**src/sv/ptd_pkg.sv**
```systemverilog
package ptd_pkg;

    // input and result words
    localparam int COORD_W   = 16;
    localparam int NUM_COORD = 8;
    localparam int IN_W      = COORD_W * NUM_COORD;
    localparam int DIST_W    = 17;
    localparam int OUT_FLD_W = DIST_W + 2;
    localparam int OUT_W     = ((OUT_FLD_W + 7) / 8) * 8;

    // internal arithmetic widths
    localparam int DIFF_W = COORD_W + 1;
    localparam int PROD_W = 2 * DIFF_W;
    localparam int WIDE_W = PROD_W + 4;

    // edge parameter fraction and divider
    localparam int PFRAC      = 16;
    localparam int FRAC_W     = PFRAC + 1;
    localparam int DIV_STAGES = FRAC_W;
    localparam int DEN_W      = WIDE_W - 1;
    localparam int N_W        = WIDE_W + PFRAC;

    // difference vector and square root
    localparam int VEC_SH    = 8;
    localparam int VP_W      = DIFF_W + FRAC_W + 1;
    localparam int V_W       = WIDE_W - VEC_SH;
    localparam int MAG_W     = 27;
    localparam int LO_W      = 13;
    localparam int HI_W      = MAG_W - LO_W;
    localparam int X_W       = 2 * MAG_W + 4;
    localparam int ROOT_W    = X_W / 2;
    localparam int DF_W      = ROOT_W - VEC_SH;
    localparam int DIST_MAX  = (1 << DIST_W) - 1;

    // overall latency in register stages
    localparam int LAT = 6 + DIV_STAGES + 6 + ROOT_W + 1;

    typedef logic signed [DIFF_W-1:0] t_diff;
    typedef logic signed [PROD_W-1:0] t_prod;
    typedef logic signed [WIDE_W-1:0] t_wide;
    typedef logic signed [VP_W-1:0]   t_vp;

    // how the edge parameter that is not divided is formed
    typedef enum logic [0:0] {
        OTH_ZERO      = 1'b0,
        OTH_ONE_MINUS = 1'b1
    } t_oth;

    typedef struct packed {
        t_diff e0x;
        t_diff e0y;
        t_diff e1x;
        t_diff e1y;
        t_diff qx;
        t_diff qy;
    } t_geo;

    typedef struct packed {
        t_geo  geo;
        logic  frac_s;
        t_oth  oth;
        logic  in_tri;
        logic  degen;
        logic  zero;
        logic  onef;
    } t_side;

endpackage

```
**src/sv/ptd_sqrt.sv**
```systemverilog
module ptd_sqrt (
    input  logic                        i_clk,
    input  logic                        i_en,
    input  logic [ptd_pkg::X_W-1:0]     i_x,
    output logic [ptd_pkg::ROOT_W-1:0]  o_root
);
    import ptd_pkg::*;

    localparam int RM_W = ROOT_W + 2;

    logic [X_W-1:0]    r_x    [ROOT_W];
    logic [RM_W-1:0]   r_rem  [ROOT_W];
    logic [ROOT_W-1:0] r_root [ROOT_W];
    logic [RM_W-1:0]   n_rem  [ROOT_W];
    logic [ROOT_W-1:0] n_root [ROOT_W];

    // one root bit per stage, two radicand bits consumed
    always_comb begin
        logic [RM_W+1:0]   cand;
        logic [RM_W+1:0]   sub;
        logic [RM_W-1:0]   rem_p;
        logic [ROOT_W-1:0] root_p;
        logic [X_W-1:0]    x_p;
        for (int k = 0; k < ROOT_W; k++) begin
            if (k == 0) begin
                rem_p  = '0;
                root_p = '0;
                x_p    = i_x;
            end else begin
                rem_p  = r_rem[k-1];
                root_p = r_root[k-1];
                x_p    = r_x[k-1];
            end
            cand = {rem_p, x_p[X_W-1-2*k], x_p[X_W-2-2*k]};
            sub  = (RM_W+2)'({root_p, 2'b01});
            if (cand >= sub) begin
                n_rem[k]  = RM_W'(cand - sub);
                n_root[k] = {root_p[ROOT_W-2:0], 1'b1};
            end else begin
                n_rem[k]  = cand[RM_W-1:0];
                n_root[k] = {root_p[ROOT_W-2:0], 1'b0};
            end
        end
    end

    always_ff @(posedge i_clk) begin
        if (i_en) begin
            for (int k = 0; k < ROOT_W; k++) begin
                r_rem[k]  <= n_rem[k];
                r_root[k] <= n_root[k];
                if (k == 0) begin
                    r_x[k] <= i_x;
                end else begin
                    r_x[k] <= r_x[k-1];
                end
            end
        end
    end

    assign o_root = r_root[ROOT_W-1];

endmodule

```
**config.mk**
```make
export PLATFORM = sky130hd
export DESIGN_NAME = ptd_sqrt
export DESIGN_NICKNAME = d
export VERILOG_FILES = /design/src/sv/ptd_pkg.sv /design/src/sv/ptd_sqrt.sv
export SDC_FILE = /design/constraint.sdc
export NUM_CORES = 2
export LEC_CHECK = 0
export BUFFER_PORTS_ARGS = -buffer_cell sky130_fd_sc_hd__buf_2
export CORE_ASPECT_RATIO = 0.6
export CORE_UTILIZATION = 50
export DETAILED_ROUTE_END_ITERATION = 8
export PLACE_DENSITY_LB_ADDON = 0.3
export SLEW_MARGIN = 30
export SYNTH_ARGS = -nofsm -noshare
export SYNTH_HDL_FRONTEND = slang
export SYNTH_SLANG_ARGS = --single-unit
```
**constraint.sdc**
```tcl
create_clock -name i_clk -period 3.36 [get_ports i_clk]
set_input_delay 0.168 -clock i_clk [delete_from_list [all_inputs] [get_ports i_clk]]
set_output_delay 0.168 -clock i_clk [all_outputs]
set_load 0.005 [all_outputs]
```
# [After elaboration in Yosys (flattened, before gate mapping)]
# Memories as Yosys holds them, arrays and structs flattened.
# Index checks and enable logic that the tools add are counted.
[word_totals] ff_bits=0 ramBits=3422 in_bits=60 out_inout_bits=29 wordCells=121 mem_count=3
[memory_table] name="r_x" words=29 word_bits=58 read_ports=28 rd_ports_with_merged_regs=0 write_ports=29 line="ptd_sqrt.sv:11" source="logic [X_W-1:0] r_x [ROOT_W];"
[memory_table] name="r_rem" words=29 word_bits=31 read_ports=28 rd_ports_with_merged_regs=0 write_ports=29 line="ptd_sqrt.sv:12" source="logic [RM_W-1:0] r_rem [ROOT_W];"
[memory_table] name="r_root" words=29 word_bits=29 read_ports=29 rd_ports_with_merged_regs=0 write_ports=29 line="ptd_sqrt.sv:13" source="logic [ROOT_W-1:0] r_root [ROOT_W];"
[classes] n_addsub=29 n_lt_le_gt_ge=29 mux=60
[op_table] cell="$ge A33 B31 Y1" count=28
[op_table] cell="$mux W31" count=29
[op_table] cell="$sub A31 B31 Y31" count=28
[op_table] cell="$mux W1" count=31
[op_table] cell="$sub A2 B1 Y3 const B" count=1
[op_table] cell="$ge A2 B1 Y1 const B" count=1

# [Longest topological paths before layout]
# An unclocked memory read counts as a cell.
[depth] word_depth=3 depth_mapped=15 depth_no_buf=13

# [Least setup slack after synthesis]
# OpenSTA, ideal clock, no wires.
[synth_path] path_kind="reg2reg" startpoint="memory r_rem[0][233] (netlist name)" endpoint="memory r_rem[0][253] (netlist name) (data pin)" setup_ns=0.260 arrival_time_ns=3.221 t_required_ns=3.100 path_slack_ns=-0.121 path_stages_with_launch=10 n_path_buf=2 period_less_slack_ns=3.481 cell_sequence="edfxtp_1 or3_4 or3_1 buf_2 or3_4 or4_4 or3_4 or3_1 buf_6 mux2_4"
[synth_rtl] element="start: declaration" line="ptd_sqrt.sv:12"

==> impl_metrics.yaml <==
timing:
  setup_slack_ns: -0.1329
  tns_ns: -0.9833
  fmax_ghz: 0.2863
  period_needed_ns: 3.493
  setup_violations: 15
  tightest_slew_ns: 0.9772
  fin_crit_sh_pct: 104.0
  finalHoldViolCount: 0
  rsz0062_at_grt: "yes"
  slew_viol_final: 0
  slew_headroom_pct: 34.85
  finalClockSkew_ns: 0.06949
status:
  run_status: "finished, violations left"
  violations: "DRC, setup timing"
power_and_ir_drop:
  leakage_uw: 0.04302
  power_frac_seq_pct: 47.7
  p_switching_uw: 20720
  p_sw_share_pct: 28.38
  total_power_uw: 73000
  powerDensity_mw_per_mm2: 652.4
  p_int_uw: 52290
  pwr-share-comb_pct: 21.7
  ir_drop_mv: 0.3969
  clkPwrFrac_pct: 30.6
clock_tree:
  cts_buffers: 193
  cts_tree: "built"
  clockBufferDepth: 4
  clk_pin_slew_ns: 0.06
  insertion_delay_ns: 0.84
  cts_max_level: 4
  clockRootBuffer: "clkbuf_16"
  cts_sinks: 2071
synth:
  synth_top_area_share_pct: 65.08
  synth_area_leaders: "edfxtp_1 (65%), ha_1 (6.1%), xor2_1 (3.2%), xnor2_1 (3.2%), o21ai_0 (2.3%)"
  synth_area_sq_mm: 0.09556
  synth_area_leader_cell: "edfxtp_1"
  ys.warnings.count: 0
  synth.distinct_cells: 84
  synthArstFlopShare_pct: 0
  synth_enable_flop_cells: 2071
  syn_inst: 7341
  synth_top_flop_cell: "edfxtp_1"
  syn-num-nets: 7866
  ys_seq_elements: 2071
  avgSynthCellArea_sq_um: 13.02
  seq_area_frac_synth_pct: 65.08
finish:
  syn2layout_area_growth_pct: 17.10
  mostFrequentLayoutCell: "edfxtp_1"
  diodes: 0
  n_fill_cell: 14570
  layout.nets: 8648
  fin_cells: 10770
  final_cell_mix: "edfxtp_1 (2,071), inv_1 (562), nand2_1 (545)"
  drive_above_1_share_pct: 14.98
place:
  dp_hpwl_mm: 152.8
  globalplace.congestion: 0.9283
  dp_cells: 10300
  port_buffers: 88
run:
  cap_violations: 0
global_route:
  grt_pass1_wl_mm: 329.2
  grt_max_degree: 161
  track_usage_pct: 21.64
  grt_pass1_vias: 57030
  grt_overflow_total: 0
  antenna_found_initial: 5
floorplanning:
  die_h_um: 340.6
  core.rowCount: 123
  initial_core_util_pct: 50.65
  top_level_ports: 89
  design.die.area_sq_mm: 0.1929
  coreArea_sq_mm: 0.1887
  die_w_um: 566.4
routing:
  dr.pass1.iters: 8
  routed_wirelength_mm: 213.8
  drt_iter0_markers: 6459
  post_drt_wl_per_cell_um: 19.85
  via_per_inst: 5.609
  ant_nets: 0
  drc_errors: 1
  num_vias: 60400
min_path:
  min-delay-path-class: "input pin to flip-flop"
critical_path:
  arrival_ns: 4.07
  startpoint_type: "flip-flop"
  cp.required_ns: 3.94
  cp_max_fo: 8
  crit_type: "flip-flop to flip-flop"
  cp-end-kind: "flip-flop"
kinds of logic (layout without fill, tap and decap cells):
logic type	after synthesis	in the layout	synth area share, %
AO/OA/AOI/OAI	1450	1450	9.204
AND/OR/NAND/NOR	1886	1886	9.710
other	1	1	0.003924
XOR/XNOR	703	703	6.443
flip-flops	2071	2071	65.08
adder cells (fa/ha/maj)	465	465	6.088
multiplexers	57	57	0.6638
buffers and inverters	708	1636	2.811
power by group through the flow:
stage	combinational (uW)	sequential (uW)	clock [uW]
after floorplan	9720	34200	0
after global placement	14400	35200	0
after detailed placement	14600	35200	0
after CTS	15000	34700	22900
after global routing	17300	35100	23800
final	15800	34800	22400
flip-flops by register name, summed over array words and instances (netlist names):
register / flops
r_rem: 824
r_x: 812
r_root: 435
Yosys cell counts, types with 14 or more instances:
master	count
o31ai_1	36
or4_1	41
xnor2_1	351
a31oi_1	34
o31a_1	14
edfxtp_1	2071
nand2_1	547
o21bai_1	39
a21oi_1	443
nand4_1	83
nand3b_1	14
a21o_1	164
and3_1	43
mux2i_1	15
o211ai_1	29
a211oi_1	32
nor4_1	86
ha_1	465
nand2b_1	102
nor2b_1	70
nand3_1	114
nor3b_1	16
inv_1	568
xor2_1	352
or2_2	32
and2_1	37
nor2_1	396
o21ai_0	446
clkbuf_1	117
nor3_1	189
buf_1	14
or3_1	73
o21a_1	88
mux2_2	39
area by class of cell:
class | count | area (sq um) | area share [%]
clock buffers | 223 | 4964 | 4.436
well taps | 2500 | 3128 | 2.795
inverters | 569 | 2136 | 1.909
repair buffers | 726 | 5967 | 5.332
clock inverters | 118 | 1400 | 1.251
flip-flops and latches | 2071 | 62190 | 55.58
multi-input cells | 4562 | 32120 | 28.70
what timing repair did:
item	CTS	global route
setup endpoints to repair	187	425
setup buffers	6	31
hold buffers	88	0
cloned	0	5
pin swaps	14	66
resized for setup	78	269
hold endpoints to repair	132	0
critical path, cell delays in order (launching register included):
cell and delay [ns]:
edfxtp_1 0.41, or3_4 0.39, or3_4 0.35, or3_4 0.38, or4_4 0.45, or3_4 0.39, buf_6 0.12, o211ai_1 0.24
or2_4 0.29, nor4_4 0.06, xor2_1 0.15
metrics by stage:
stage / util, % / cell area, sq um / worst slack (ns) / hold slack, ns
after detailed placement: 54.50 / 102800 / -0.3177 / 0.3463
after floorplan: - / 95570 / -0.1044 / 0.2669
final: 59.31 / 111900 / -0.1329 / 0.05731
after global placement: 54.50 / 102800 / -0.3119 / 0.3443
after global routing: 59.31 / 111900 / -0.2174 / 0.02255
after CTS: 58.52 / 110400 / -0.04367 / 0.001202
final timing paths:
kind	slack (ns)	endpoint	from	cells after the start
hold reg to reg	0.36	r_x[6][27]	r_x[5][27]	0
hold / removal	0.06	r_x[0][2]	i_x[2]	2
setup / recovery	-0.13	r_rem[0][276]	r_rem[0][233]	10
setup reg to reg	-0.13	r_rem[0][276]	r_rem[0][233]	10
routing by layer:
metal,global-route usage (%),share of wire [%],wire length [um]
met2,28.67,39,82870
met4,3.707,1.4,2937
met1,36.36,51,109000
met3,4.231,8.9,18960
met5,0,0.0061,13
(Power assumes the default switching activity.)
