### config.mk
export PLATFORM = sky130hd
export DESIGN_NAME = ptd_div
export DESIGN_NICKNAME = d
export VERILOG_FILES = /design/src/sv/ptd_pkg.sv /design/src/sv/ptd_div.sv
export SDC_FILE = /design/constraint.sdc
export NUM_CORES = 2
export LEC_CHECK = 0
export BUFFER_PORTS_ARGS = -buffer_cell sky130_fd_sc_hd__buf_2
export CAP_MARGIN = 40
export CORE_ASPECT_RATIO = 1.25
export CORE_MARGIN = 5
export CORE_UTILIZATION = 28
export CTS_CLUSTER_SIZE = 24
export DETAILED_ROUTE_END_ITERATION = 7
export GPL_TIMING_DRIVEN = 1
export PLACE_DENSITY = 0.4
export REMOVE_ABC_BUFFERS = 1
export SYNTH_ARGS = -nofsm -noshare
export SYNTH_HDL_FRONTEND = slang
export SYNTH_SLANG_ARGS = --single-unit
export TNS_END_PERCENT = 100
### constraint.sdc
create_clock -name i_clk -period 5.1 [get_ports i_clk]
set_clock_uncertainty 0.1 [all_clocks]
set_input_delay 1.02 -clock i_clk [delete_from_list [all_inputs] [get_ports i_clk]]
set_output_delay 1.02 -clock i_clk [all_outputs]
set_load 0.02 [all_outputs]
### src/sv/ptd_pkg.sv
package ptd_pkg;

    // input and result words
    localparam int COORD_W   = 16;
    localparam int NUM_COORD = 8;
    localparam int IN_W      = COORD_W * NUM_COORD;
    localparam int DIST_W    = 17;
    localparam int OUT_FLD_W = DIST_W + 2;
    localparam int OUT_W     = ((OUT_FLD_W + 7) / 8) * 8;

    // internal arithmetic widths
    localparam int DIFF_W = COORD_W + 1;
    localparam int PROD_W = 2 * DIFF_W;
    localparam int WIDE_W = PROD_W + 4;

    // edge parameter fraction and divider
    localparam int PFRAC      = 16;
    localparam int FRAC_W     = PFRAC + 1;
    localparam int DIV_STAGES = FRAC_W;
    localparam int DEN_W      = WIDE_W - 1;
    localparam int N_W        = WIDE_W + PFRAC;

    // difference vector and square root
    localparam int VEC_SH    = 8;
    localparam int VP_W      = DIFF_W + FRAC_W + 1;
    localparam int V_W       = WIDE_W - VEC_SH;
    localparam int MAG_W     = 27;
    localparam int LO_W      = 13;
    localparam int HI_W      = MAG_W - LO_W;
    localparam int X_W       = 2 * MAG_W + 4;
    localparam int ROOT_W    = X_W / 2;
    localparam int DF_W      = ROOT_W - VEC_SH;
    localparam int DIST_MAX  = (1 << DIST_W) - 1;

    // overall latency in register stages
    localparam int LAT = 6 + DIV_STAGES + 6 + ROOT_W + 1;

    typedef logic signed [DIFF_W-1:0] t_diff;
    typedef logic signed [PROD_W-1:0] t_prod;
    typedef logic signed [WIDE_W-1:0] t_wide;
    typedef logic signed [VP_W-1:0]   t_vp;

    // how the edge parameter that is not divided is formed
    typedef enum logic [0:0] {
        OTH_ZERO      = 1'b0,
        OTH_ONE_MINUS = 1'b1
    } t_oth;

    typedef struct packed {
        t_diff e0x;
        t_diff e0y;
        t_diff e1x;
        t_diff e1y;
        t_diff qx;
        t_diff qy;
    } t_geo;

    typedef struct packed {
        t_geo  geo;
        logic  frac_s;
        t_oth  oth;
        logic  in_tri;
        logic  degen;
        logic  zero;
        logic  onef;
    } t_side;

endpackage

### src/sv/ptd_div.sv
module ptd_div (
    input  logic                        i_clk,
    input  logic                        i_en,
    input  logic [ptd_pkg::DEN_W-1:0]   i_rem,
    input  logic [ptd_pkg::FRAC_W-1:0]  i_low,
    input  logic [ptd_pkg::DEN_W-1:0]   i_den,
    output logic [ptd_pkg::FRAC_W-1:0]  o_quo
);
    import ptd_pkg::*;

    logic [DEN_W-1:0]  r_rem [DIV_STAGES];
    logic [FRAC_W-1:0] r_low [DIV_STAGES];
    logic [DEN_W-1:0]  r_den [DIV_STAGES];
    logic [FRAC_W-1:0] r_quo [DIV_STAGES];
    logic [DEN_W-1:0]  n_rem [DIV_STAGES];
    logic              n_bit [DIV_STAGES];

    // one quotient bit per stage, restoring
    always_comb begin
        logic [DEN_W:0]    cand;
        logic [DEN_W-1:0]  rem_p;
        logic [FRAC_W-1:0] low_p;
        logic [DEN_W-1:0]  den_p;
        for (int k = 0; k < DIV_STAGES; k++) begin
            if (k == 0) begin
                rem_p = i_rem;
                low_p = i_low;
                den_p = i_den;
            end else begin
                rem_p = r_rem[k-1];
                low_p = r_low[k-1];
                den_p = r_den[k-1];
            end
            cand = {rem_p, low_p[FRAC_W-1]};
            n_bit[k] = (cand >= {1'b0, den_p});
            if (n_bit[k]) begin
                n_rem[k] = DEN_W'(cand - {1'b0, den_p});
            end else begin
                n_rem[k] = cand[DEN_W-1:0];
            end
        end
    end

    always_ff @(posedge i_clk) begin
        if (i_en) begin
            for (int k = 0; k < DIV_STAGES; k++) begin
                r_rem[k] <= n_rem[k];
                if (k == 0) begin
                    r_low[k] <= {i_low[FRAC_W-2:0], 1'b0};
                    r_den[k] <= i_den;
                    r_quo[k] <= {{(FRAC_W-1){1'b0}}, n_bit[k]};
                end else begin
                    r_low[k] <= {r_low[k-1][FRAC_W-2:0], 1'b0};
                    r_den[k] <= r_den[k-1];
                    r_quo[k] <= {r_quo[k-1][FRAC_W-2:0], n_bit[k]};
                end
            end
        end
    end

    assign o_quo = r_quo[DIV_STAGES-1];

endmodule

Yosys cells after proc, flatten, opt, wreduce, memory -nomap -nowiden:

Memories as Yosys holds them, arrays and structs flattened.
Index checks and enable logic that the tools add are counted.

* flip-flop bits (word level): 0
* RAM bits: 1819
* input bits: 93
* output and inout port bits: 17
* logic and storage cells: 57
* memories: 4

Memory list
* r_den: depth 17, width 37, rd ports 16, clocked after memory_dff 0, wr ports 17, RTL line ptd_div.sv:13 `logic [DEN_W-1:0] r_den [DIV_STAGES];`
* r_rem: depth 17, width 37, rd ports 16, clocked after memory_dff 0, wr ports 17, RTL line ptd_div.sv:11 `logic [DEN_W-1:0] r_rem [DIV_STAGES];`
* r_quo: depth 17, width 17, rd ports 17, clocked after memory_dff 0, wr ports 17, RTL line ptd_div.sv:14 `logic [FRAC_W-1:0] r_quo [DIV_STAGES];`
* r_low: depth 17, width 16, rd ports 16, clocked after memory_dff 0, wr ports 17, RTL line ptd_div.sv:12 `logic [FRAC_W-1:0] r_low [DIV_STAGES];`

* add/subtract/negate cells: 17
* order comparisons: 17
* multiplexer cells: 19

Operator list (number)
* $ge A38 B37 Y1: 17
* $mux W37: 17
* $sub A37 B37 Y37: 17
* $mux W1: 2

Depth between registers and ports, before layout:

An unclocked memory read counts as a cell.

* depth after elaboration: 3
* gate-level depth with buffers: 16
* gate-level depth less buffers: 15

Least setup slack after synthesis:

OpenSTA, ideal clock, no wires.

* path kind: in2reg
* start: input i_low[16] (netlist name)
* end: memory r_rem[0][10] (netlist name) (data pin)
* setup time: 0.260 ns
* arrival: 3.656 ns
* required time: 4.740 ns
* slack: 1.084 ns
* cell stages on the path: 14
* buffers on the path: 1
* path through: inv_1 > ha_1 > inv_1 > fa_1 > a211oi_1 > o21ai_0 > a21oi_1 > o221ai_2 > a21oi_1 > o31ai_2 > a21oi_1 > o41ai_4 > buf_2 > mux2_2

RTL lines
* start, declared: RTL line ptd_div.sv:5 `input logic [ptd_pkg::FRAC_W-1:0] i_low,`
* end, declared: RTL line ptd_div.sv:11

==> impl_metrics.ini <==
[run_status]
outcome = completed

[floorplan]
core_area_sq_um = 305000
die_x_microns = 505
start_util = 0.281
dieArea_sq_um = 317000
num_rows = 227
io_pins = 110
die_y_microns = 629

[synth]
post_synth_and_or_nand_nor_area_fraction = 0.0893
synth_commonest_cells = 1473 x edfxtp_1, 800 x inv_1, 770 x a21oi_1
avgSynthCellArea_sq_um = 11.1
netlist_area_sq_um = 85700
synth_adder_area_share = 0.0955
yosys_warnings = 0
synth_top_area_cell = edfxtp_1
synth_top_family_by_area = compound AO/OA/AOI/OAI gates
synth_area_leaders = edfxtp_1 52%, ha_1 9.2%, a21oi_1 4.5%, inv_1 3.5%, a21o_1 3.4%
synthDistinctLibCells = 110
synth_cells = 7745
synth-edff-count = 1473
ys_seq_area_frac = 0.516
yosys_register_bits = 1473
synth_xor_area_frac = 0.0528
async_flop_share = 0
synth_compound_area_frac = 0.165
synth_top_area_frac = 0.516
synth_most_common_cell = edfxtp_1
synthMuxAreaShare = 0.0336
synth_ff_type = edfxtp_1

[layout]
layout-drive-gt1-share = 0.109
area_growth_pct = 15.0
nets = 8778
fin_cells = 12225

[timing]
setup_tns_ns = 0
timing.fmax_mhz = 213
fin_crit_ns = 4.69
fin_ws_ns = 0.413
rsz0062_at_grt = no
slew_viol_final = 0
worstMarginPinSlew_ns = 0.909
max_slew_margin = 0.394
setup_viol = 0
min_period_over_period = 0.919
final_hold_viol_count = 0

[critical_path]
rr_worst_depth = 16
path_buf_inv = 4
worstPathRequired_ns = 5.66
crit_cells = 16
end_kind = flop
cp_top_family = compound AO/OA/AOI/OAI gates
critical_path_class = flop to flop
worstPathCellList = ha_1 > inv_1 > fa_1 > a211oi_1 > o21ai_0 > a21oi_1 > buf_4 > o21ai_1 > a221oi_1 > or2_1 > o21a_1 > o31ai_4 > buf_12 > nand2_1 > o32ai_1 > buf_4
critPathLaunchType = flop
arrival_ns = 5.24
cpPeakStageDelay_ns = 0.61
timing.critical_path.slowest_stage_cell = o31ai_4
critPathMostFrequentCell = buf_4
worstPathMaxFanout = 47

[global_routing]
grt_max_degree = 105
grt_pass1_wl_mm = 363
grt_pass1_vias = 63475
grt_remaining_overflow = 0
grt_antenna_before_repair = 7
grt_usage = 0.147

[job]
drv_cap = 0

[drt]
via_count = 58344
routed_wl_mm = 239
first_pass_iters = 5
antenna_left = 0
drc_errors = 0
routedWlPerCell_microns = 19.6
dr.first_iter.drc_count = 2397
viasPerCell = 4.77

[cts]
cts_hold_buffers = 0
htree_levels = 4
cts_made_buffers = 188
worst_skew_pair.late_latency_ns = 0.86
clockBufferDepth = 4
clkSinkCount = 1473
postCtsSetupRepairBufs = 0
cts_resized = 0
tritoncts = done
cts-root-buf = clkbuf_16
clk_pin_slew_worst_paths_ns = 0.06

[place]
io_buffers = 109
hpwl_mm = 192
place_ws_ns = 0.252
placed_cells = 11857
routabilityCongestion = 0.945

[power_and_ir_drop]
p_switching_w = 0.0244
p_sw_frac = 0.384
p_int_w = 0.0391
combPwrFrac = 0.482
p_leak_nw = 40.0
p_per_area_nw_per_um2 = 644
power_frac_clock = 0.210
ir_worst_vdd_mv = 0.243
pwr-share-seq = 0.308

[min_path]
hp-class = input pin to flop
hold_depth = 1
-- layout by cell type (no fill, tap or decap), types with 191 or more instances in the layout --
cell type / Yosys / final
a21oi_1: 770 / 770
o21ai_0: 399 / 398
inv_1: 800 / 800
clkbuf_16: 0 / 191
xor2_1: 200 / 200
nor2_1: 517 / 517
xnor2_1: 317 / 317
a21o_1: 389 / 388
edfxtp_1: 1473 / 1473
ha_1: 629 / 629
nand2_1: 400 / 400
-- flip-flops by register name, summed over array words and instances (netlist names) --
name and cells:
r_den 592, r_low 136, r_quo 153, r_rem 592
-- final timing paths --
path                  from  slack [ns]             to
max          r_den[0][111]        0.41  r_rem[0][177]
min               i_low[5]        0.23    r_low[0][5]
max reg2reg  r_den[0][111]        0.41  r_rem[0][177]
min reg2reg   r_quo[14][9]        0.29  r_quo[15][10]
-- routing by layer --
| layer | vias to the layer above | wire length (microns) | share of wire | global-route usage |
|---|---|---|---|---|
| li1 | 29104 | - | - | - |
| met5 | - | 0 | 0 | 0 |
| met4 | 0 | 21500 | 0.090 | 0.111 |
| met3 | 664 | 5970 | 0.025 | 0.0182 |
| met1 | 27576 | 73800 | 0.31 | 0.118 |
| met2 | 1000 | 138000 | 0.58 | 0.311 |
-- metrics by stage --
step	instance area [sq um]	utilization	hold slack (ns)	total power, W
after floorplan	84700	-	0.300	0.0409
final	98600	0.323	0.233	0.0635
after detailed placement	92500	0.303	0.305	0.0505
after global placement	92400	0.303	0.300	0.0504
after global routing	98600	0.323	0.159	0.0680
after CTS	98500	0.323	0.129	0.0645
-- cells by family (layout without fill, tap and decap cells) --
group                      after synthesis  in the layout
AOI/OAI and AO/OA                     2221           2221
and+or+nand+nor                       1616           1616
DFF                                   1473           1473
adders and majority gates              645            645
buffers and inverters                 1031           1466
xor gates and xnor gates               517            517
muxes                                  242            242
other                                    0             38
-- power by group through the flow --
stage,combinational [W],sequential (W),clock (W)
after floorplan,0.0218,0.0191,0
after global placement,0.0305,0.0199,0
after detailed placement,0.0307,0.0198,0
after CTS,0.0309,0.0196,0.0140
after global routing,0.0337,0.0199,0.0144
final,0.0306,0.0196,0.0133
-- layout make-up --
cell class	count	area [sq um]
antenna	38	95.1
clock buffer	224	4900
clock inverter	106	1170
fill	30630	207000
inverter	802	3010
multi-input combinational	5241	37500
sequential	1473	44200
tap	4007	5010
timing repair buffer	334	2670
No activity file was read; power rests on OpenSTA's default activity.
